<file path="config.mk">
export PLATFORM = sky130hd
export DESIGN_NAME = bitmap_set_engine_flat
export DESIGN_NICKNAME = d
export VERILOG_FILES = /design/src/rtl/bse_pkg.sv /design/src/rtl/bse_if.sv /design/src/rtl/bse_ram.sv /design/src/rtl/bse_split.sv /design/src/rtl/bitmap_set_engine.sv /design/src/flat_wrapper.sv
export SDC_FILE = /design/constraint.sdc
export NUM_CORES = 2
export LEC_CHECK = 0
export BUFFER_PORTS_ARGS = -buffer_cell sky130_fd_sc_hd__buf_2
export CAP_MARGIN = 5
export CORE_MARGIN = 5
export CORE_UTILIZATION = 49
export DETAILED_ROUTE_END_ITERATION = 10
export HOLD_SLACK_MARGIN = 0.15
export PLACE_DENSITY = 0.67
export SKIP_LAST_GASP = 1
export SLEW_MARGIN = 20
export SYNTH_ARGS = -nofsm -noshare
export SYNTH_HDL_FRONTEND = slang
export SYNTH_HIERARCHICAL = 1
export SYNTH_SLANG_ARGS = --single-unit
</file>
<file path="constraint.sdc">
create_clock -name clk -period 5.5 [get_ports clk]
set_input_delay 0.275 -clock clk [delete_from_list [all_inputs] [get_ports clk]]
set_output_delay 0.275 -clock clk [all_outputs]
set_load 0.02 [all_outputs]
</file>
<file path="src/rtl/bse_pkg.sv">
package bse_pkg;

    localparam int FUNC_W = 3;
    localparam int ELEM_W = 10;
    localparam int SIZE_W = 11;
    localparam int POS_W  = SIZE_W + 1;
    localparam int Q_W    = 7;

    localparam logic [SIZE_W-1:0] SIZE_RESET  = 11'd1024;
    localparam logic [SIZE_W-1:0] MAX_MEMBERS = 11'd1024;

    localparam logic [FUNC_W-1:0] FUNC_ADD   = 3'd0;
    localparam logic [FUNC_W-1:0] FUNC_DEL   = 3'd1;
    localparam logic [FUNC_W-1:0] FUNC_TEST  = 3'd2;
    localparam logic [FUNC_W-1:0] FUNC_CLEAR = 3'd3;
    localparam logic [FUNC_W-1:0] FUNC_FIND  = 3'd4;

    typedef enum logic [2:0] {
        ST_INIT,
        ST_IDLE,
        ST_CLEAR,
        ST_SPLIT,
        ST_MODIFY,
        ST_SCAN,
        ST_DONE
    } state_t;

endpackage

</file>
<file path="src/rtl/bse_if.sv">
interface bse_cmd_if;
    import bse_pkg::*;

    logic              valid;
    logic              ready;
    logic [FUNC_W-1:0] func;
    logic [ELEM_W-1:0] element;

    modport source (output valid, output func, output element, input ready);
    modport sink   (input valid, input func, input element, output ready);
endinterface

interface bse_res_if;
    import bse_pkg::*;

    logic              valid;
    logic              ready;
    logic              was_member;
    logic              found;
    logic [ELEM_W-1:0] found_index;
    logic [SIZE_W-1:0] member_count;
    logic              out_of_range;

    modport source (output valid, output was_member, output found, output found_index,
                    output member_count, output out_of_range, input ready);
    modport sink   (input valid, input was_member, input found, input found_index,
                    input member_count, input out_of_range, output ready);
endinterface

interface bse_cfg_if;
    import bse_pkg::*;

    logic              valid;
    logic              ready;
    logic [SIZE_W-1:0] size_in_use;

    modport source (output valid, output size_in_use, input ready);
    modport sink   (input valid, input size_in_use, output ready);
endinterface

</file>
<file path="src/rtl/bse_ram.sv">
module bse_ram #(
    parameter int WIDTH = 32,
    parameter int DEPTH = 32
) (
    input  logic                                   clk,
    input  logic                                   we,
    input  logic [(DEPTH > 1 ? $clog2(DEPTH) : 1)-1:0] waddr,
    input  logic [WIDTH-1:0]                       wdata,
    input  logic                                   re,
    input  logic [(DEPTH > 1 ? $clog2(DEPTH) : 1)-1:0] raddr,
    output logic [WIDTH-1:0]                       rdata
);
    logic [WIDTH-1:0] mem [DEPTH];
    logic [WIDTH-1:0] rdata_reg;

    always_ff @(posedge clk)
    begin
        if (we)
        begin
            mem[waddr] <= wdata;
        end
        if (re)
        begin
            rdata_reg <= mem[raddr];
        end
    end

    assign rdata = rdata_reg;
endmodule

</file>
<file path="src/rtl/bse_split.sv">
// Splits an element index into word address, bit offset and word base position.
module bse_split #(
    parameter int WORD_BITS = 32
) (
    input  logic                                        clk,
    input  logic                                        rst_n,
    input  logic                                        start,
    input  logic [bse_pkg::ELEM_W-1:0]                  element,
    output logic                                        done,
    output logic [bse_pkg::Q_W-1:0]                     word,
    output logic [(WORD_BITS > 1 ? $clog2(WORD_BITS) : 1)-1:0] offset,
    output logic [bse_pkg::POS_W-1:0]                   base
);
    import bse_pkg::*;

    localparam int OFF_W = WORD_BITS > 1 ? $clog2(WORD_BITS) : 1;
    localparam int SHIFT = 24;
    localparam int unsigned RECIP = ((1 << SHIFT) + WORD_BITS - 1) / WORD_BITS;
    localparam int RCP_W = $clog2(RECIP + 1);

    logic              v1_reg, v2_reg, v3_reg;
    logic [ELEM_W-1:0] e_reg;
    logic [Q_W-1:0]    q0_reg;
    logic [Q_W-1:0]    word_reg;
    logic [OFF_W-1:0]  offset_reg;
    logic [POS_W-1:0]  base_reg;

    logic [ELEM_W+RCP_W-1:0] prod;
    logic [POS_W-1:0]        qwb;
    logic [POS_W-1:0]        rem;
    logic                    fix;

    // reciprocal multiply, then one correction step
    assign prod = (ELEM_W+RCP_W)'(e_reg) * (ELEM_W+RCP_W)'(RECIP);
    assign qwb  = POS_W'(q0_reg) * POS_W'(WORD_BITS);
    assign rem  = POS_W'(e_reg) - qwb;
    assign fix  = rem >= POS_W'(WORD_BITS);

    always_ff @(posedge clk or negedge rst_n)
    begin
        if (!rst_n)
        begin
            v1_reg <= 1'b0;
            v2_reg <= 1'b0;
            v3_reg <= 1'b0;
        end
        else
        begin
            v1_reg <= start;
            v2_reg <= v1_reg;
            v3_reg <= v2_reg;
        end
    end

    always_ff @(posedge clk)
    begin
        if (start)
        begin
            e_reg <= element;
        end
        if (v1_reg)
        begin
            q0_reg <= Q_W'(prod >> SHIFT);
        end
        if (v2_reg)
        begin
            word_reg   <= fix ? q0_reg + 1'b1 : q0_reg;
            offset_reg <= OFF_W'(fix ? rem - POS_W'(WORD_BITS) : rem);
            base_reg   <= fix ? qwb + POS_W'(WORD_BITS) : qwb;
        end
    end

    assign done   = v3_reg;
    assign word   = word_reg;
    assign offset = offset_reg;
    assign base   = base_reg;
endmodule

</file>
<file path="src/rtl/bitmap_set_engine.sv">
// Bit-vector set engine. Membership of elements 0..CAPACITY-1 lives in a word RAM
// of CAPACITY/WORD_BITS (rounded up) words with a running member count beside it.
// After reset the block sweeps the RAM to zero, one word per cycle, and takes no
// command until the sweep ends; configuration is taken at any time.
// One command is worked on at a time. Add, delete and test go through index split,
// one RAM read, a write-back (add or delete only, when the bit changes) and result.
// Find splits the index, then scans word after word with the mask/lowest-bit unit
// from the element up to the size limit, stopping at the first set bit.
// Clear all resets the member count and zeroes every word in a sweep. Out-of-range
// and unused commands go straight to the result. The result sits in an output
// register, so the next command may be transferred while it waits to be taken.
module bitmap_set_engine #(
    parameter int CAPACITY  = 1024,
    parameter int WORD_BITS = 32
) (
    input  logic      clk,
    input  logic      rst_n,
    bse_cmd_if.sink   cmd,
    bse_res_if.source res,
    bse_cfg_if.sink   cfg
);
    import bse_pkg::*;

    localparam int NUM_WORDS = (CAPACITY + WORD_BITS - 1) / WORD_BITS;
    localparam int WA_W      = NUM_WORDS > 1 ? $clog2(NUM_WORDS) : 1;
    localparam int OFF_W     = WORD_BITS > 1 ? $clog2(WORD_BITS) : 1;
    localparam int CNT_W     = $clog2(WORD_BITS + 1);

    state_t            state_reg, state_next;
    logic [SIZE_W-1:0] size_reg;
    logic [SIZE_W-1:0] total_reg, total_next;
    logic [SIZE_W-1:0] lim_reg, lim_next;
    logic [FUNC_W-1:0] func_reg, func_next;
    logic [WA_W-1:0]   clr_reg, clr_next;
    logic [WA_W-1:0]   addr_reg, addr_next;
    logic [OFF_W-1:0]  off_reg, off_next;
    logic [POS_W-1:0]  base_reg, base_next;
    logic              was_reg, was_next;
    logic              found_reg, found_next;
    logic [ELEM_W-1:0] fidx_reg, fidx_next;
    logic              oor_reg, oor_next;

    logic              res_valid_reg, res_valid_next;
    logic              res_was_reg, res_was_next;
    logic              res_found_reg, res_found_next;
    logic [ELEM_W-1:0] res_fidx_reg, res_fidx_next;
    logic [SIZE_W-1:0] res_count_reg, res_count_next;
    logic              res_oor_reg, res_oor_next;

    logic [SIZE_W-1:0]    lim;
    logic                 cmd_xfer;
    logic                 split_start;
    logic                 split_done;
    logic [Q_W-1:0]       split_word;
    logic [OFF_W-1:0]     split_offset;
    logic [POS_W-1:0]     split_base;

    logic                 ram_we, ram_re;
    logic [WA_W-1:0]      ram_waddr, ram_raddr;
    logic [WORD_BITS-1:0] ram_wdata, ram_rdata;

    logic [WORD_BITS-1:0] bit_sel;
    logic [WORD_BITS-1:0] scan_word;
    logic [WORD_BITS-1:0] scan_low;
    logic [OFF_W-1:0]     scan_idx;
    logic [POS_W-1:0]     scan_span;
    logic [CNT_W-1:0]     scan_hi;
    logic [POS_W-1:0]     next_base;

    assign lim = (32'(size_reg) > CAPACITY) ? SIZE_W'(CAPACITY) : size_reg;
    assign cmd.ready = (state_reg == ST_IDLE);
    assign cmd_xfer  = cmd.valid && cmd.ready;
    assign cfg.ready = 1'b1;

    bse_split #(
        .WORD_BITS(WORD_BITS)
    ) u_split (
        .clk    (clk),
        .rst_n  (rst_n),
        .start  (split_start),
        .element(cmd.element),
        .done   (split_done),
        .word   (split_word),
        .offset (split_offset),
        .base   (split_base)
    );

    bse_ram #(
        .WIDTH(WORD_BITS),
        .DEPTH(NUM_WORDS)
    ) u_ram (
        .clk  (clk),
        .we   (ram_we),
        .waddr(ram_waddr),
        .wdata(ram_wdata),
        .re   (ram_re),
        .raddr(ram_raddr),
        .rdata(ram_rdata)
    );

    // scan unit: window [lo, hi) of the current word, then lowest set bit
    always_comb
    begin
        scan_span = POS_W'(lim_reg) - base_reg;
        scan_hi   = (scan_span >= POS_W'(WORD_BITS)) ? CNT_W'(WORD_BITS) : CNT_W'(scan_span);
        for (int b = 0; b < WORD_BITS; b++)
        begin
            scan_word[b] = ram_rdata[b] && (CNT_W'(b) >= CNT_W'(off_reg))
                           && (CNT_W'(b) < scan_hi);
        end
        scan_low = scan_word & (~scan_word + 1'b1);
        scan_idx = '0;
        for (int b = 0; b < WORD_BITS; b++)
        begin
            if (scan_low[b])
            begin
                scan_idx = scan_idx | OFF_W'(b);
            end
        end
        next_base = base_reg + POS_W'(WORD_BITS);
        bit_sel   = WORD_BITS'(1) << off_reg;
    end

    always_ff @(posedge clk or negedge rst_n)
    begin
        if (!rst_n)
        begin
            state_reg     <= ST_INIT;
            size_reg      <= SIZE_RESET;
            total_reg     <= '0;
            clr_reg       <= '0;
            res_valid_reg <= 1'b0;
        end
        else
        begin
            state_reg     <= state_next;
            total_reg     <= total_next;
            clr_reg       <= clr_next;
            res_valid_reg <= res_valid_next;
            if (cfg.valid && cfg.ready)
            begin
                size_reg <= cfg.size_in_use;
            end
        end
    end

    always_ff @(posedge clk)
    begin
        lim_reg       <= lim_next;
        func_reg      <= func_next;
        addr_reg      <= addr_next;
        off_reg       <= off_next;
        base_reg      <= base_next;
        was_reg       <= was_next;
        found_reg     <= found_next;
        fidx_reg      <= fidx_next;
        oor_reg       <= oor_next;
        res_was_reg   <= res_was_next;
        res_found_reg <= res_found_next;
        res_fidx_reg  <= res_fidx_next;
        res_count_reg <= res_count_next;
        res_oor_reg   <= res_oor_next;
    end

    always_comb
    begin
        state_next     = state_reg;
        total_next     = total_reg;
        lim_next       = lim_reg;
        func_next      = func_reg;
        clr_next       = clr_reg;
        addr_next      = addr_reg;
        off_next       = off_reg;
        base_next      = base_reg;
        was_next       = was_reg;
        found_next     = found_reg;
        fidx_next      = fidx_reg;
        oor_next       = oor_reg;
        res_valid_next = res_valid_reg && !res.ready;
        res_was_next   = res_was_reg;
        res_found_next = res_found_reg;
        res_fidx_next  = res_fidx_reg;
        res_count_next = res_count_reg;
        res_oor_next   = res_oor_reg;
        split_start    = 1'b0;
        ram_we         = 1'b0;
        ram_waddr      = clr_reg;
        ram_wdata      = '0;
        ram_re         = 1'b0;
        ram_raddr      = WA_W'(split_word);

        case (state_reg)
            ST_INIT, ST_CLEAR:
            begin
                ram_we   = 1'b1;
                clr_next = clr_reg + 1'b1;
                if (clr_reg == WA_W'(NUM_WORDS - 1))
                begin
                    clr_next   = '0;
                    state_next = (state_reg == ST_INIT) ? ST_IDLE : ST_DONE;
                end
            end
            ST_IDLE:
            begin
                if (cmd_xfer)
                begin
                    func_next  = cmd.func;
                    lim_next   = lim;
                    was_next   = 1'b0;
                    found_next = 1'b0;
                    fidx_next  = '0;
                    oor_next   = 1'b0;
                    case (cmd.func)
                        FUNC_ADD, FUNC_DEL, FUNC_TEST, FUNC_FIND:
                        begin
                            if (SIZE_W'(cmd.element) >= lim)
                            begin
                                oor_next   = 1'b1;
                                state_next = ST_DONE;
                            end
                            else
                            begin
                                split_start = 1'b1;
                                state_next  = ST_SPLIT;
                            end
                        end
                        FUNC_CLEAR:
                        begin
                            total_next = '0;
                            clr_next   = '0;
                            state_next = ST_CLEAR;
                        end
                        default:
                        begin
                            state_next = ST_DONE;
                        end
                    endcase
                end
            end
            ST_SPLIT:
            begin
                if (split_done)
                begin
                    ram_re     = 1'b1;
                    ram_raddr  = WA_W'(split_word);
                    addr_next  = WA_W'(split_word);
                    off_next   = split_offset;
                    base_next  = split_base;
                    state_next = (func_reg == FUNC_FIND) ? ST_SCAN : ST_MODIFY;
                end
            end
            ST_MODIFY:
            begin
                was_next   = ram_rdata[off_reg];
                ram_waddr  = addr_reg;
                state_next = ST_DONE;
                if (func_reg == FUNC_ADD && !ram_rdata[off_reg])
                begin
                    ram_we     = 1'b1;
                    ram_wdata  = ram_rdata | bit_sel;
                    total_next = total_reg + 1'b1;
                end
                else if (func_reg == FUNC_DEL && ram_rdata[off_reg])
                begin
                    ram_we     = 1'b1;
                    ram_wdata  = ram_rdata & ~bit_sel;
                    total_next = total_reg - 1'b1;
                end
            end
            ST_SCAN:
            begin
                if (|scan_word)
                begin
                    found_next = 1'b1;
                    fidx_next  = ELEM_W'(base_reg + POS_W'(scan_idx));
                    state_next = ST_DONE;
                end
                else if (next_base >= POS_W'(lim_reg))
                begin
                    state_next = ST_DONE;
                end
                else
                begin
                    ram_re    = 1'b1;
                    ram_raddr = addr_reg + 1'b1;
                    addr_next = addr_reg + 1'b1;
                    off_next  = '0;
                    base_next = next_base;
                end
            end
            ST_DONE:
            begin
                if (!res_valid_reg || res.ready)
                begin
                    res_valid_next = 1'b1;
                    res_was_next   = was_reg;
                    res_found_next = found_reg;
                    res_fidx_next  = fidx_reg;
                    res_count_next = total_reg;
                    res_oor_next   = oor_reg;
                    state_next     = ST_IDLE;
                end
            end
            default:
            begin
                state_next = ST_IDLE;
            end
        endcase
    end

    assign res.valid        = res_valid_reg;
    assign res.was_member   = res_was_reg;
    assign res.found        = res_found_reg;
    assign res.found_index  = res_fidx_reg;
    assign res.member_count = res_count_reg;
    assign res.out_of_range = res_oor_reg;

    a_count_bound: assert property (@(posedge clk) disable iff (!rst_n)
        total_reg <= MAX_MEMBERS)
        else $error("member count above element range");

    a_result_from_done: assert property (@(posedge clk) disable iff (!rst_n)
        $rose(res_valid_reg) |-> $past(state_reg == ST_DONE))
        else $error("result raised outside done state");

    a_found_excl: assert property (@(posedge clk) disable iff (!rst_n)
        res_valid_reg && res_found_reg |-> !res_oor_reg && !res_was_reg)
        else $error("find result carries element flags");

    a_clear_zero: assert property (@(posedge clk) disable iff (!rst_n)
        state_reg == ST_CLEAR |-> total_reg == '0 && ram_we && ram_wdata == '0)
        else $error("clear sweep not zeroing");
endmodule
</file>
<file path="src/flat_wrapper.sv">
// flat-port wrapper written by rule: the top's interface ports become plain ports
module bitmap_set_engine_flat import bse_pkg::*;
#(
    parameter int CAPACITY  = 1024,
    parameter int WORD_BITS = 32
)
  (clk, rst_n, cmd_valid, cmd_func, cmd_element, cmd_ready, res_valid, res_was_member, res_found, res_found_index, res_member_count, res_out_of_range, res_ready, cfg_valid, cfg_size_in_use, cfg_ready);
  bse_cmd_if cmd_i ();
  bse_res_if res_i ();
  bse_cfg_if cfg_i ();
  input  logic clk;
  input  logic rst_n;
  input wire logic [$bits(cmd_i.valid)-1:0] cmd_valid;
  input wire logic [$bits(cmd_i.func)-1:0] cmd_func;
  input wire logic [$bits(cmd_i.element)-1:0] cmd_element;
  output wire logic [$bits(cmd_i.ready)-1:0] cmd_ready;
  output wire logic [$bits(res_i.valid)-1:0] res_valid;
  output wire logic [$bits(res_i.was_member)-1:0] res_was_member;
  output wire logic [$bits(res_i.found)-1:0] res_found;
  output wire logic [$bits(res_i.found_index)-1:0] res_found_index;
  output wire logic [$bits(res_i.member_count)-1:0] res_member_count;
  output wire logic [$bits(res_i.out_of_range)-1:0] res_out_of_range;
  input wire logic [$bits(res_i.ready)-1:0] res_ready;
  input wire logic [$bits(cfg_i.valid)-1:0] cfg_valid;
  input wire logic [$bits(cfg_i.size_in_use)-1:0] cfg_size_in_use;
  output wire logic [$bits(cfg_i.ready)-1:0] cfg_ready;
  assign cmd_i.valid = cmd_valid;
  assign cmd_i.func = cmd_func;
  assign cmd_i.element = cmd_element;
  assign cmd_ready = cmd_i.ready;
  assign res_valid = res_i.valid;
  assign res_was_member = res_i.was_member;
  assign res_found = res_i.found;
  assign res_found_index = res_i.found_index;
  assign res_member_count = res_i.member_count;
  assign res_out_of_range = res_i.out_of_range;
  assign res_i.ready = res_ready;
  assign cfg_i.valid = cfg_valid;
  assign cfg_i.size_in_use = cfg_size_in_use;
  assign cfg_ready = cfg_i.ready;
  bitmap_set_engine #(.CAPACITY(CAPACITY), .WORD_BITS(WORD_BITS)) u_core (.clk(clk), .rst_n(rst_n), .cmd(cmd_i), .res(res_i), .cfg(cfg_i));
endmodule
</file>
Word level (Yosys, flattened, before mapping)
Memories as Yosys holds them, arrays and structs flattened. A register that Yosys moved wholly into a read port is not among the register bits.
Index checks and enable logic that the tools add are counted.
{"block": "op_classes", "addsub": 12, "order_cmp": 69, "n_eq_ne": 23, "shifts": 1, "n_mux": 181, "bitwise_logic": 5, "n_reduce_logical": 89}
{"operator": "$mux 5", "n": 46}
{"operator": "$mux 32", "n": 6}
{"operator": "$mux 11", "n": 15}
{"operator": "$lt 5x6->1 const A", "n": 16}
{"operator": "$mux 12", "n": 7}
{"operator": "$mux 3", "n": 26}
{"operator": "$ge 5x5->1 const A", "n": 15}
{"operator": "$mux 10", "n": 7}
{"operator": "$logic_and 1x1->1", "n": 67}
{"operator": "$and 32x32->32", "n": 2}
{"operator": "$not 32->32", "n": 2}
{"operator": "$mux 1", "n": 49}
{"operator": "$lt 4x6->1 const A", "n": 8}
{"operator": "$ge 4x5->1 const A", "n": 8}
{"operator": "$pmux 5 s2", "n": 4}
{"operator": "$add 32x1->32 const B", "n": 1}
{"operator": "$mux 4", "n": 8}
{"operator": "$or 32x32->32", "n": 1}
{"operator": "$reduce_or 32->1", "n": 1}
{"operator": "$shl 1x5->32 const A", "n": 1}
{"operator": "$ge 12x6->1 const B", "n": 2}
{"operator": "$lt 3x6->1 const A", "n": 4}
{"operator": "$pmux 12 s2", "n": 1}
{"operator": "$pmux 11 s2", "n": 1}
{"operator": "other kinds (42)", "n": 82}
{"block": "totals", "register_bits": 143, "mem_bits_rw": 1024, "in_bits": 29, "mem_count": 1}
{"name": "u_core.u_ram.mem", "depth": 32, "width": 32, "read_ports": 1, "rd_ports_with_merged_regs": 1, "write_ports": 1, "line_no": "bse_ram.sv:13", "text": "logic [WIDTH-1:0] mem [DEPTH];"}

Depth between registers and ports, before layout
{"block": "logic_depth", "ltp_word": 43, "depth_mapped": 26, "ltp_nobuf": 24}

By module
The synthesis kept the hierarchy.
{"mod": "bse_ram", "instances": 1, "cells_per_inst": 2260, "area_each_um2": 40810.4, "seq_area_each_um2": 31710.4}
{"mod": "bitmap_set_engine", "instances": 1, "cells_per_inst": 1034, "area_each_um2": 8903.5, "seq_area_each_um2": 2969.1}
{"mod": "bse_split", "instances": 1, "cells_per_inst": 81, "area_each_um2": 1255.0, "seq_area_each_um2": 855.8}

Worst setup path before layout
OpenSTA, ideal clock, no wires.
{"block": "synth_timing", "kind": "register -> register", "start": "register u_core.off_reg[1]", "end": "memory u_core.u_ram.mem[28][0] (enable)", "t_arrival_ns": 4.912, "required_time_ns": 5.079, "path_slack_ns": 0.167, "path_stages_with_launch": 14, "cell_sequence": "edfxtp_1 > buf_2 > buf_1 > mux4_2 > mux4_2 > mux2i_4 > xnor2_1 > or4_1 > buf_2 > buf_1 > o21ai_0 > or3b_2 > clkbuf_1 > nor2_1"}
{"block": "synth_between", "elab_chain_cells": 11, "elab_cells_between_ends": 13}
{"item": "start, declared", "line_no": "bitmap_set_engine.sv:36", "text": "logic [OFF_W-1:0] off_reg, off_next;"}
{"item": "start signal, assigned", "line_no": "bitmap_set_engine.sv:152", "text": "off_reg <= off_next;"}
{"item": "$bmux 1 s5 (*)", "line_no": "bitmap_set_engine.sv:257, bitmap_set_engine.sv:263"}
{"item": "$mux 1 (implied by the code) (*)", "line_no": "bitmap_set_engine.sv:257, bitmap_set_engine.sv:263"}
{"item": "$logic_and 1x1->1", "line_no": "bitmap_set_engine.sv:263", "text": "else if (func_reg == FUNC_DEL && ram_rdata[off_reg])"}
{"item": "$mux 1", "line_no": "bitmap_set_engine.sv:263"}
{"item": "$mux 1", "line_no": "bitmap_set_engine.sv:257", "text": "if (func_reg == FUNC_ADD && !ram_rdata[off_reg])"}
{"item": "$mux 1", "line_no": "bitmap_set_engine.sv:192", "text": "case (state_reg)"}
{"item": "$mux 1 (*)", "line_no": "bitmap_set_engine.sv:257"}
{"item": "$mux 1 (*)", "line_no": "bitmap_set_engine.sv:192"}
{"item": "$pmux 1 s2 (*)", "line_no": "bitmap_set_engine.sv:192"}
{"item": "via u_core.ram_we", "line_no": "bitmap_set_engine.sv:58", "text": "logic ram_we, ram_re;"}
{"item": "$mux 1 (*)", "line_no": "bse_ram.sv:18", "text": "if (we)"}
{"item": "$mux 1 (implied by the code) (*)", "line_no": "bse_ram.sv:20", "text": "mem[waddr] <= wdata;"}
{"item": "end, declared", "line_no": "bse_ram.sv:13"}
Mark *: on every way through the listed nets, which the timed path passes. The rest lies on a longest branch. The select of a mux whose other input is x is not followed.

Final worst setup path
{"block": "layout_timing", "start": "register u_core.lim_reg[4]", "end": "register u_core.u_ram.rdata_reg[20], in the netlist u_core/u_ram/rdata[20], read port of u_core.u_ram.mem, data pin"}
{"block": "layout_between", "elab_chain_cells": 9, "elab_cells_between_ends": 81}
{"item": "start, declared", "line_no": "bitmap_set_engine.sv:32", "text": "logic [SIZE_W-1:0] lim_reg, lim_next;"}
{"item": "start signal, assigned", "line_no": "bitmap_set_engine.sv:149", "text": "lim_reg <= lim_next;"}
{"item": "$sub 11x12->12", "line_no": "bitmap_set_engine.sv:104", "text": "scan_span = POS_W'(lim_reg) - base_reg;"}
{"item": "$ge 12x6->1", "line_no": "bitmap_set_engine.sv:105", "text": "scan_hi = (scan_span >= POS_W'(WORD_BITS)) ? CNT_W'(WORD_BITS) : CNT_W'(scan_span);"}
{"item": "$mux 6", "line_no": "bitmap_set_engine.sv:105"}
{"item": "$lt 1x6->1, or another cell as far along", "line_no": "bitmap_set_engine.sv:109", "text": "&& (CNT_W'(b) < scan_hi);"}
{"item": "$logic_and 1x1->1", "line_no": "bitmap_set_engine.sv:109"}
{"item": "$reduce_or 32->1", "line_no": "bitmap_set_engine.sv:272", "text": "if (|scan_word)"}
{"item": "$mux 5 (*)", "line_no": "bitmap_set_engine.sv:272"}
{"item": "$mux 5 (*)", "line_no": "bitmap_set_engine.sv:192"}
{"item": "$pmux 5 s2 (*)", "line_no": "bitmap_set_engine.sv:192"}
{"item": "via u_core.ram_raddr[0]", "line_no": "bitmap_set_engine.sv:59", "text": "logic [WA_W-1:0] ram_waddr, ram_raddr;"}
{"item": "end, declared", "line_no": "bse_ram.sv:14", "text": "logic [WIDTH-1:0] rdata_reg;"}
Marks and branches as above.
A chain may end at the register's enable or synchronous reset.

==> flow_metrics.env <==
export IMPL_synthCells=3373
export IMPL_finalClockSkew_ps=40.9
export IMPL_clockBufferDepth=3
export IMPL_netSwitchingFraction_pct=26.3
export IMPL_antenna_found_initial=2
export IMPL_dp_final_hpwl_mm=84.0
export IMPL_grt_first_pass_wirelength_mm=202
export IMPL_dp_cells=4927
export IMPL_grt_usage_pct=24.4
export IMPL_instances_no_fill=5234
export IMPL_yosysWarnings=6
export IMPL_relSlewSlack_pct=37.3
export IMPL_wl_per_cell_um=27.0
export IMPL_chipWidth_um=332
export IMPL_slew_viol_final=0
export IMPL_p_clk_share_pct=36.3
export IMPL_core_area_mm2=0.103
export IMPL_min_path_type="input port to async pin"
export IMPL_area_growth_pct=18.9
export IMPL_io_pins=56
export IMPL_die_y_um=332
export IMPL_reg2regPathDepth=21
export IMPL_drt_initial_drc_count=3523
export IMPL_gr_total_overflow=0
export IMPL_endpoint_kind="register"
export IMPL_p_int_mw=15.9
export IMPL_cp_start_kind="register"
export IMPL_synth_area_mm2=0.0510
export IMPL_vias=31434
export IMPL_power_frac_seq_pct=49.4
export IMPL_rows=118
export IMPL_cts_sinks=1189
export IMPL_leakagePower_nw=23.2
export IMPL_largest_register_ffs=1024
export IMPL_finalHoldViolations=0
export IMPL_finalCriticalPeriod_ps=5400
export IMPL_finalWirelength_mm=141
export IMPL_powerDensity_mw_per_mm2=357
export IMPL_fin_nets=3851
export IMPL_remaining_drc_errors=0
export IMPL_power_switching_mw=5.67
export IMPL_ir_drop_mv=0.281
export IMPL_drv_cap=0
export IMPL_antenna_cells=0
export IMPL_fin_crit_sh_pct=98.2
export IMPL_combPwrFrac_pct=14.4
export IMPL_finalWeightedCongestion=0.929
export IMPL_rsz0062_at_grt="true"
export IMPL_grt_pass1_vias=29995
export IMPL_critical_path_arrival_ps=5840
export IMPL_cts_buffers=118
export IMPL_setup_tns_ps=0
export IMPL_layout_drive_gt1_share_pct=19.1
export IMPL_cts_clk_slew_worst_paths_ps=60
export IMPL_worstSkewPairLatency_ps=730
export IMPL_synth_avg_cell_area_um2=15.1
export IMPL_outcome="complete, no violations"
export IMPL_drt_pass1_iter_count=6
export IMPL_grt_max_degree=46
export IMPL_ant_nets=0
export IMPL_max_freq_mhz=185
export IMPL_start_util_pct=49.3
export IMPL_port_buffers=54
export IMPL_fillers=7859
export IMPL_crit_type="register to register"
export IMPL_root_buffer="clkbuf_16"
export IMPL_cts_tree="yes"
export IMPL_worstPathMaxFanout=12
export IMPL_ctsHtreeMaxLevel=3
export IMPL_finalSetupViolCount=0
export IMPL_cp_required_ps=5940
export IMPL_avgViaCountPerCell=6.01
export IMPL_die_area_mm2=0.111
export IMPL_worst_pin_slew_ps=941
[placed cells by master, fill, tap and decap left out, drive strengths merged, types with 13 or more instances in the layout]
cell type    instances
xnor2               29
clkinv              37
and2                28
dlygate4sd3         38
a31oi               41
nor3                54
dfrtp               33
a22o                68
or3                 20
buf                399
ha                  57
a22oi               97
a21o                13
nand2b              26
o21ai               86
inv                 72
clkbuf             164
mux2i              529
mux2                18
nor2b               21
nand4               23
a21oi              174
edfxtp            1155
nand3              134
nand2              231
nor2               105
[critical path, cell delays in order (launching register included)]
cell and delay, ps:
edfxtp_1 390, inv_1 60, ha_1 410, a21oi_2 330, nand2_1 150, nor3_1 270
o2111ai_2 200, or4_4 690, o31ai_4 270, nand4_4 160, nor3_4 210, and2_4 250
mux2i_4 280, buf_12 140, buf_12 140, buf_16 160, buf_4 170, mux2i_1 230
a22o_1 180, nor3_1 70, a31oi_1 220, nand3_1 110
[final timing paths]
kind                                          from                   endpoint  slack, ps
worst max-delay path             u_core/lim_reg[4]     u_core/u_ram/rdata[20]        100
worst min-delay path                         rst_n        u_core/total_reg[5]        220
worst max register to register   u_core/lim_reg[4]     u_core/u_ram/rdata[20]        100
worst min register to register  u_core/fidx_reg[3]  u_core/res.found_index[3]        420
max in group asynchronous                    rst_n          u_core/clr_reg[0]       4640
min in group clk                       cmd_func[2]         u_core/func_reg[2]        320
[layer usage]
layer	GRT usage, %	up-vias	part of all wire, %
met5	0	-	0
met3	3.77	229	8.8
met1	35.1	15876	41
li1	-	13822	-
met4	6.56	0	2.5
met2	39.4	1507	47
[power groups by stage]
stage	clock network [mW]	registers [mW]	logic (mW)
floorplan	0	10.8	1.63
global placement	0	10.8	2.90
detailed placement	0	10.9	2.93
CTS	7.95	10.7	3.00
global route	8.36	10.7	3.28
finish	7.84	10.7	3.11
[stage by stage]
stage	total power, mW	utilization [%]	worst slack, ps	hold slack, ps	instance area (um2)
final	21.6	58.6	96.3	221	60600
after global routing	22.3	58.6	-116	296	60600
after CTS	21.6	57.8	3.84	231	59800
after detailed placement	13.8	53.6	-249	406	55400
after global placement	13.7	53.6	-149	400	55400
after floorplan	12.5	-	167	-20.6	51000
[what timing repair did]
item | CTS | global route
resized for setup | 18 | 59
buffers inserted | 8 | 32
endpoints found under the setup margin | 31 | 38
pin swaps | 6 | 32
endpoints found under the hold margin | 63 | 0
cloned | 5 | 12
hold buffers | 38 | 0
[layout make-up]
| cell class | instances | area [um2] | share of cell area, % |
|---|---|---|---|
| Tap cell | 1380 | 1730 | 2.85 |
| Inverter | 69 | 259 | 0.428 |
| Timing Repair Buffer | 450 | 4550 | 7.52 |
| Clock inverter | 59 | 623 | 1.03 |
| Sequential cell | 1189 | 35500 | 58.7 |
| Multi-Input combinational cell | 1933 | 14700 | 24.3 |
| Clock buffer | 154 | 3130 | 5.17 |
No activity file was read; power rests on OpenSTA's default activity.
